--- src/rtl/core/tlrd_pkg.sv ---
// Package for the tile run-length decoder: widths, defaults, the front-end phase
// type and the run record passed from the front end to the back end.
// No dependencies.
package tlrd_pkg;

  localparam int GRID_WIDTH_DEF  = 60;
  localparam int GRID_HEIGHT_DEF = 25;

  localparam int BYTE_W  = 8;
  localparam int ELEM_W  = 7;
  localparam int COLOR_W = 8;
  localparam int ROW_W   = 5;
  localparam int COL_W   = 6;
  localparam int LEN_W   = 9;   // run length 1 to 256
  localparam int SEGC_W  = 3;   // counts emitted segments up to the limit

  localparam int MAX_SEGS    = 6;
  localparam int QUEUE_DEPTH = 2;

  localparam logic [BYTE_W-1:0] SINGLE_MASK = 8'h80;
  localparam logic [BYTE_W-1:0] ELEM_MASK   = 8'h7F;

  typedef enum logic [1:0] {
    PH_ELEMENT = 2'd0,
    PH_COLOR   = 2'd1,
    PH_COUNT   = 2'd2
  } phase_t;

  typedef struct packed {
    logic [ELEM_W-1:0]  element;
    logic [COLOR_W-1:0] color;
    logic [LEN_W-1:0]   len;
  } run_t;

endpackage

--- src/rtl/core/tlrd_front.sv ---
// Front end of the tile run-length decoder: takes stream words, tracks the
// element/colour/count phase and issues one complete run record. Uses tlrd_pkg.
module tlrd_front
  import tlrd_pkg::*;
(
  input  logic              clk,
  input  logic              rst,
  input  logic              take,
  input  logic [BYTE_W-1:0] data_byte,
  output logic              run_push,
  output run_t              run_word
);

  phase_t             phase;
  phase_t             phase_next;
  logic [ELEM_W-1:0]  held_element;
  logic               held_single;
  logic [COLOR_W-1:0] held_color;

  always_comb begin
    phase_next = phase;
    if (take) begin
      unique case (phase)
        PH_COLOR: phase_next = held_single ? PH_ELEMENT : PH_COUNT;
        PH_COUNT: phase_next = PH_ELEMENT;
        default:  phase_next = PH_COLOR;
      endcase
    end
  end

  always_comb begin
    run_push         = 1'b0;
    run_word.element = held_element;
    run_word.color   = held_color;
    run_word.len     = LEN_W'(1);
    unique case (phase)
      PH_COLOR: begin
        run_word.color = data_byte;
        run_push       = take && held_single;
      end
      PH_COUNT: begin
        run_word.len = (data_byte == '0) ? LEN_W'(256) : {1'b0, data_byte};
        run_push     = take;
      end
      default: run_push = 1'b0;
    endcase
  end

  always_ff @(posedge clk) begin
    if (rst) begin
      phase        <= PH_ELEMENT;
      held_element <= '0;
      held_single  <= 1'b0;
      held_color   <= '0;
    end else begin
      phase <= phase_next;
      if (take && phase == PH_COLOR) begin
        held_color <= data_byte;
      end
      if (take && phase != PH_COLOR && phase != PH_COUNT) begin
        held_element <= ELEM_W'(data_byte & ELEM_MASK);
        held_single  <= |(data_byte & SINGLE_MASK);
      end
    end
  end

endmodule

--- src/rtl/core/tlrd_queue.sv ---
// Short queue of run records between the front end and the back end.
// Uses tlrd_pkg.
module tlrd_queue
  import tlrd_pkg::*;
(
  input  logic clk,
  input  logic rst,
  input  logic wr_en,
  input  run_t wr_word,
  input  logic rd_en,
  output run_t rd_word,
  output logic q_full,
  output logic q_empty
);

  localparam int PTR_W = (QUEUE_DEPTH > 1) ? $clog2(QUEUE_DEPTH) : 1;
  localparam int CNT_W = $clog2(QUEUE_DEPTH + 1);

  run_t             slots [QUEUE_DEPTH];
  logic [PTR_W-1:0] wr_ptr;
  logic [PTR_W-1:0] rd_ptr;
  logic [CNT_W-1:0] fill;

  assign q_full  = (fill == CNT_W'(QUEUE_DEPTH));
  assign q_empty = (fill == '0);
  assign rd_word = slots[rd_ptr];

  always_ff @(posedge clk) begin
    if (wr_en) begin
      slots[wr_ptr] <= wr_word;
    end
  end

  always_ff @(posedge clk) begin
    if (rst) begin
      wr_ptr <= '0;
      rd_ptr <= '0;
      fill   <= '0;
    end else begin
      if (wr_en) begin
        wr_ptr <= (wr_ptr == PTR_W'(QUEUE_DEPTH - 1)) ? '0 : wr_ptr + PTR_W'(1);
      end
      if (rd_en) begin
        rd_ptr <= (rd_ptr == PTR_W'(QUEUE_DEPTH - 1)) ? '0 : rd_ptr + PTR_W'(1);
      end
      if (wr_en && !rd_en) begin
        fill <= fill + CNT_W'(1);
      end else if (rd_en && !wr_en) begin
        fill <= fill - CNT_W'(1);
      end
    end
  end

endmodule

--- src/rtl/core/tlrd_back.sv ---
// Back end of the tile run-length decoder: walks a run over the grid one row
// segment per cycle unless an unpopped result stalls it, and registers the result word. Uses tlrd_pkg.
module tlrd_back
  import tlrd_pkg::*;
#(
  parameter int GRID_WIDTH  = GRID_WIDTH_DEF,
  parameter int GRID_HEIGHT = GRID_HEIGHT_DEF
) (
  input  logic               clk,
  input  logic               rst,
  input  logic               q_empty,
  input  run_t               q_word,
  output logic               q_pop,
  input  logic               pop,
  output logic               empty,
  output logic [ELEM_W-1:0]  tile_element,
  output logic [COLOR_W-1:0] tile_color,
  output logic [ROW_W-1:0]   row,
  output logic [COL_W-1:0]   col_start,
  output logic [COL_W-1:0]   seg_len,
  output logic               run_last,
  output logic               board_done
);

  localparam logic [COL_W:0]  COL_END = (COL_W + 1)'(GRID_WIDTH);
  localparam logic [ROW_W:0]  ROW_END = (ROW_W + 1)'(GRID_HEIGHT);

  logic               busy;
  logic [ELEM_W-1:0]  run_elem;
  logic [COLOR_W-1:0] run_color;
  logic [LEN_W-1:0]   left;
  logic [SEGC_W-1:0]  seg_cnt;
  logic [COL_W-1:0]   cur_col;
  logic [ROW_W-1:0]   cur_row;
  logic               out_valid;

  logic [COL_W:0]     room;
  logic [COL_W-1:0]   seg;
  logic [COL_W:0]     col_sum;
  logic [ROW_W:0]     row_inc;
  logic               wrap;
  logic               done;
  logic [LEN_W-1:0]   left_next;
  logic               skip;
  logic               step;
  logic               emit;

  always_comb begin
    room      = COL_END + (COL_W + 1)'(1) - {1'b0, cur_col};
    seg       = (left < {{(LEN_W - COL_W - 1){1'b0}}, room}) ? left[COL_W-1:0]
                                                             : room[COL_W-1:0];
    col_sum   = {1'b0, cur_col} + {1'b0, seg};
    wrap      = col_sum > COL_END;
    row_inc   = {1'b0, cur_row} + (ROW_W + 1)'(1);
    done      = wrap && (row_inc > ROW_END);
    left_next = done ? '0 : left - {{(LEN_W - COL_W){1'b0}}, seg};
    // Segments beyond the limit still move the position but are not emitted.
    skip      = (seg_cnt >= SEGC_W'(MAX_SEGS));
    step      = busy && (skip || !out_valid || pop);
    emit      = step && !skip;
    q_pop     = !busy && !q_empty;
  end

  assign empty = !out_valid;

  always_ff @(posedge clk) begin
    if (emit) begin
      tile_element <= run_elem;
      tile_color   <= run_color;
      row          <= cur_row;
      col_start    <= cur_col;
      seg_len      <= seg;
      run_last     <= (left_next == '0);
      board_done   <= done;
    end
    if (q_pop) begin
      run_elem  <= q_word.element;
      run_color <= q_word.color;
    end
  end

  always_ff @(posedge clk) begin
    if (rst) begin
      busy      <= 1'b0;
      left      <= '0;
      seg_cnt   <= '0;
      cur_col   <= COL_W'(1);
      cur_row   <= ROW_W'(1);
      out_valid <= 1'b0;
    end else begin
      if (emit) begin
        out_valid <= 1'b1;
      end else if (pop) begin
        out_valid <= 1'b0;
      end
      if (q_pop) begin
        busy    <= 1'b1;
        left    <= q_word.len;
        seg_cnt <= '0;
      end else if (step) begin
        left <= left_next;
        busy <= (left_next != '0);
        if (!skip) begin
          seg_cnt <= seg_cnt + SEGC_W'(1);
        end
        if (wrap) begin
          cur_col <= COL_W'(1);
          cur_row <= done ? ROW_W'(1) : row_inc[ROW_W-1:0];
        end else begin
          cur_col <= col_sum[COL_W-1:0];
        end
      end
    end
  end

endmodule

--- src/rtl/core/tile_run_length_decoder_top.sv ---
// Top level of the tile run-length decoder: front end, run queue and back end.
// Depends on tlrd_pkg, tlrd_front, tlrd_queue and tlrd_back.
//
//   Channel  | Direction | Handshake   | Word
//   ---------+-----------+-------------+--------------------------------------------
//   stream   | in        | push / full | data_byte
//   segments | out       | pop / empty | tile_element, tile_color, row, col_start,
//            |           |             | seg_len, run_last, board_done
//
// A stream word is taken when push is high and full is low; element words only
// set the held element. A completed run enters a two-deep run queue, and the back
// end walks it over the grid, emitting one row segment per cycle while the result
// register is free or being popped. The back end takes a run from the queue only
// when idle, so the next run waits until the current one is finished.
// Reset is synchronous and active high; it clears the phase, the queue, the
// position (column 1, row 1) and the valid flag of the result register.
// full rises only when the run queue holds two runs; a stalled result holds the
// back end, while the front end keeps taking words until the queue fills.
module tile_run_length_decoder_top
  import tlrd_pkg::*;
#(
  parameter int GRID_WIDTH  = GRID_WIDTH_DEF,
  parameter int GRID_HEIGHT = GRID_HEIGHT_DEF
) (
  input  logic               clk,
  input  logic               rst,
  input  logic               push,
  output logic               full,
  input  logic [BYTE_W-1:0]  data_byte,
  input  logic               pop,
  output logic               empty,
  output logic [ELEM_W-1:0]  tile_element,
  output logic [COLOR_W-1:0] tile_color,
  output logic [ROW_W-1:0]   row,
  output logic [COL_W-1:0]   col_start,
  output logic [COL_W-1:0]   seg_len,
  output logic               run_last,
  output logic               board_done
);

  // A pushed word is taken whenever the run queue has room.
  logic take;
  logic run_push;
  run_t run_word;
  logic q_full;
  logic q_empty;
  logic q_pop;
  run_t q_word;

  assign full = q_full;
  assign take = push && !q_full;

  tlrd_front u_front (
    .clk       (clk),
    .rst       (rst),
    .take      (take),
    .data_byte (data_byte),
    .run_push  (run_push),
    .run_word  (run_word)
  );

  tlrd_queue u_queue (
    .clk     (clk),
    .rst     (rst),
    .wr_en   (run_push),
    .wr_word (run_word),
    .rd_en   (q_pop),
    .rd_word (q_word),
    .q_full  (q_full),
    .q_empty (q_empty)
  );

  // The back end owns the grid position, so board wrap-around lives there.
  tlrd_back #(
    .GRID_WIDTH  (GRID_WIDTH),
    .GRID_HEIGHT (GRID_HEIGHT)
  ) u_back (
    .clk          (clk),
    .rst          (rst),
    .q_empty      (q_empty),
    .q_word       (q_word),
    .q_pop        (q_pop),
    .pop          (pop),
    .empty        (empty),
    .tile_element (tile_element),
    .tile_color   (tile_color),
    .row          (row),
    .col_start    (col_start),
    .seg_len      (seg_len),
    .run_last     (run_last),
    .board_done   (board_done)
  );

endmodule
--- config.mk ---
export PLATFORM = sky130hd
export DESIGN_NAME = tile_run_length_decoder_top
export DESIGN_NICKNAME = d
export VERILOG_FILES = /design/src/rtl/core/tlrd_pkg.sv /design/src/rtl/core/tlrd_front.sv /design/src/rtl/core/tlrd_queue.sv /design/src/rtl/core/tlrd_back.sv /design/src/rtl/core/tile_run_length_decoder_top.sv
export SDC_FILE = /design/constraint.sdc
export NUM_CORES = 1
export LEC_CHECK = 0
export BUFFER_PORTS_ARGS = -buffer_cell sky130_fd_sc_hd__buf_4
export CAP_MARGIN = 20
export CORE_MARGIN = 5
export CORE_UTILIZATION = 30
export DETAILED_ROUTE_END_ITERATION = 10
export GPL_TIMING_DRIVEN = 0
export SKIP_LAST_GASP = 1
export SYNTH_ARGS = -nofsm -noshare
export SYNTH_HDL_FRONTEND = slang
export SYNTH_SLANG_ARGS = --single-unit
export TNS_END_PERCENT = 10
--- constraint.sdc ---
create_clock -name clk -period 12.9 [get_ports clk]
set_clock_uncertainty 0.1 [all_clocks]
set_input_delay 2.58 -clock clk [delete_from_list [all_inputs] [get_ports clk]]
set_output_delay 2.58 -clock clk [all_outputs]
set_load 0.05 [all_outputs]
==> metrics.md <==
| Metric | Value |
|---|---|
| Vias in the first global route | `4258` |
| Seq cells post-synth | `145` |
| Synth Flop Type | `edfxtp_1` |
| Synth Instances | `542` |
| Status | `finished clean` |
| Starting Density | `30.19%` |
| GRT Util Overall | `11.49%` |
| Critical path's largest stage delay | `560 ps` |
| Port Buffer Count | `47` |
| Worst Path Required | `13070 ps` |
| Synthesized area | `6548 sq um` |
| Core area | `21690 sq um` |
| GR Overflow Total | `0` |
| Diode count | `0` |
| Final HPWL DP | `9.585 mm` |
| CP top delay family | `compound AO/OA/AOI/OAI gates` |
| EDFF count, synth | `97` |
| Number of DRC markers in iteration 0 | `318` |
| Antenna violations before repair | `0` |
| Total Wirelength | `13.41 mm` |
| CTS buffer count | `17` |
| Final Max Slew Viols | `0` |
| CTS Buffer Depth | `2` |
| Yosys warns | `0` |
| Distinct cells, synth | `51` |
| I/O pin count | `48` |
| CP max FO | `10` |
| Htree depth | `4` |
| Hold-fix buffers at CTS | `0` |
| CP Class | `flip-flop to flip-flop` |
| Commonest non-fill, non-tap cell in the layout | `edfxtp_1` |
| CTS tree | `yes` |
| Final Net Count | `652` |
| CP Data Arrival Time | `5240 ps` |
| CP most frequent cell | `ha_1` |
| Setup TNS | `0 ps` |
| Share of layout cells above drive strength 1 | `19.33%` |
| Average cell area after synthesis | `12.08 sq um` |
| Crit end category | `flip-flop` |
| Area delta synth->final | `20.87%` |
| Pwr dens | `276.4 nW/um^2` |
| Site Rows | `54` |
| Most frequent cells in the layout | `edfxtp_1 (97), nor2_1 (56), dfxtp_1 (48), buf_4 (48), mux2i_1 (33)` |
| Routability cong. | `0.8054` |
| Slew HR | `43.03%` |
| Worst-Margin Slew | `853.7 ps` |
| Fmax | `0.1975 GHz` |
| Largest net degree at the start of global routing | `25` |
| # resized after CTS | `0` |
| Clock slew at reported path FFs | `70 ps` |
| Via count of the routed design | `4282` |
| Min Clock Period, post-route | `5062 ps` |
| Period utilization | `39.24%` |
| Register area share after synthesis | `59.16%` |
| Sink Count | `145` |
| Setup bufs post-CTS | `0` |
| Setup-failing EPs final | `0` |
| Lkg Pwr | `2.952 nW` |
| Hold Vio Cnt, Final | `0` |
| Ys async rst share | `0%` |
| Min-delay worst type | `flip-flop to flip-flop` |
| Antenna viol nets, final | `0` |
| Die X | `157.7 um` |
| Worst-path cell chain | `nand3_1, or2_2, ha_1, or3_1, clkbuf_1, o311ai_0, a311oi_1, ha_1, fa_1, nand2b_1, a211oi_1, o21ai_0, o2bb2ai_1, nor4b_1, a21o_1` |
| RSZ-0062 raised after global routing | `no` |
| Clock Latency Late Sink | `420 ps` |
| DR DRC count | `0` |
| Buf+Inv Stages, Crit Path | `1` |
| WL/cell | `14.80 um` |
| First-pass GRT wire length | `22.24 mm` |
| Die H | `157.7 um` |
| Max Cap Viol | `0` |
| Via density | `4.726` |
| Design Power | `2.187 mW` |
| Setup crit start kind | `flip-flop` |
| Syn_nets | `581` |
| Clock Root Buffer | `clkbuf_16` |
| DIE AREA | `24880 sq um` |
| VDD IR-drop max | `106.0 uV` |
| Slowest cell on crit path | `dfxtp_1` |
| 1st-pass router iterations | `4` |
## Yosys cell counts, types with 2 or more instances
cell type | number | area, sq um
nand3_1 | 15 | 75.07
ha_1 | 25 | 312.8
or2_2 | 3 | 18.77
nor3b_1 | 7 | 52.55
nor3_1 | 13 | 65.06
o21ai_0 | 18 | 90.09
and2_1 | 15 | 93.84
nor4_1 | 3 | 18.77
inv_1 | 15 | 56.30
o311a_1 | 2 | 20.02
dfxtp_1 | 48 | 960.9
or3_1 | 6 | 37.54
a211oi_1 | 4 | 30.03
xnor2_1 | 10 | 87.58
a31oi_1 | 13 | 81.33
o21a_1 | 5 | 37.54
a21oi_1 | 25 | 125.1
o311ai_0 | 2 | 17.52
o22ai_1 | 2 | 12.51
fa_1 | 2 | 40.04
mux2_2 | 25 | 281.5
mux2i_1 | 33 | 330.3
clkbuf_1 | 19 | 71.32
nand2_1 | 29 | 108.9
nand2b_1 | 6 | 37.54
o211ai_1 | 5 | 37.54
nor4b_1 | 2 | 17.52
or4_1 | 3 | 22.52
nand3b_1 | 3 | 22.52
nor2_1 | 57 | 214.0
buf_1 | 3 | 11.26
a21o_1 | 3 | 22.52
xor2_1 | 6 | 52.55
edfxtp_1 | 97 | 2913
buf_6 | 2 | 22.52
## state kept, by name (all words and copies together), names as in the netlist, named ones only
signal and flops:
u_back.col_start 6, u_front.phase 2, u_front.held_color 8, u_back.left 9, u_queue.fill 2, u_back.tile_color 8
u_back.run_color 8, u_front.held_single 1, u_back.cur_row 5, u_back.cur_col 6, u_back.run_last 1, u_back.out_valid 1
u_back.seg_len 6, u_back.row 5, u_queue.rd_ptr 1, u_back.board_done 1, u_back.busy 1, u_queue.slots 48
u_back.seg_cnt 3, u_back.run_elem 7, u_back.tile_element 7, u_front.held_element 7, u_queue.wr_ptr 1
## kinds of logic (layout without fill, tap and decap cells)
logic type                 count (synthesis)  in the layout  share of synthesized area (%)
and+or+nand+nor                          167            167                          12.63
DFF                                      145            145                          59.16
AOI/OAI and AO/OA                         90             90                          8.867
muxes                                     58             58                          9.345
buffers and inverters                     39            123                          2.465
adders and majority gates                 27             27                          5.389
xor gates and xnor gates                  16             16                          2.140
## power breakdown
group / switching [mW] / internal [mW] / leakage (nW)
logic: 0.631 / 0.404 / 1.38
registers: 0.0600 / 0.615 / 1.29
clock network: 0.205 / 0.272 / 0.283
## cell type report
cell class / instances / area, sq um
fill: 2103 / 13770
sequential: 145 / 3874
multi-input combinational: 358 / 2526
timing repair buffer: 52 / 430.4
clock buffer: 17 / 425.4
tap: 280 / 350.3
clock inverter: 15 / 146.4
buffer: 24 / 105.1
inverter: 15 / 56.30
## final timing paths
kind | end | slack, ps | startpoint | cells after the start
hold reg to reg | u_back.tile_color[1]$_DFFE_PP_ | 320 | u_back.run_color[1]$_DFFE_PP_ | 0
hold / removal | u_back.tile_color[1]$_DFFE_PP_ | 320 | u_back.run_color[1]$_DFFE_PP_ | 0
setup reg to reg | u_back.run_last$_DFFE_PP_ | 7840 | u_back.cur_col[1]$_SDFFE_PP0P_ | 15
setup / recovery | u_back.run_last$_DFFE_PP_ | 7840 | u_back.cur_col[1]$_SDFFE_PP0P_ | 15
## routing by layer
layer / vias up / global-route usage, % / wire [um]
met5: - / 0 / 0
met4: 0 / 4.056 / 149
met3: 11 / 2.816 / 501
met2: 75 / 19.03 / 6633
met1: 2051 / 14.67 / 6123
li1: 2145 / - / -
## metrics by stage
stage	hold slack, ps	instance area (sq um)	instances	setup WS [ps]	utilization [%]
after floorplan	300.3	6548	542	7274	-
after global placement	301.6	7251	869	5610	33.43
after detailed placement	304.5	7342	874	7930	33.85
after CTS	319.3	7914	906	7884	36.49
after global routing	323.4	7914	906	7435	36.49
final	316.9	7914	906	7838	36.49
Power figures use the tool's default switching activity.
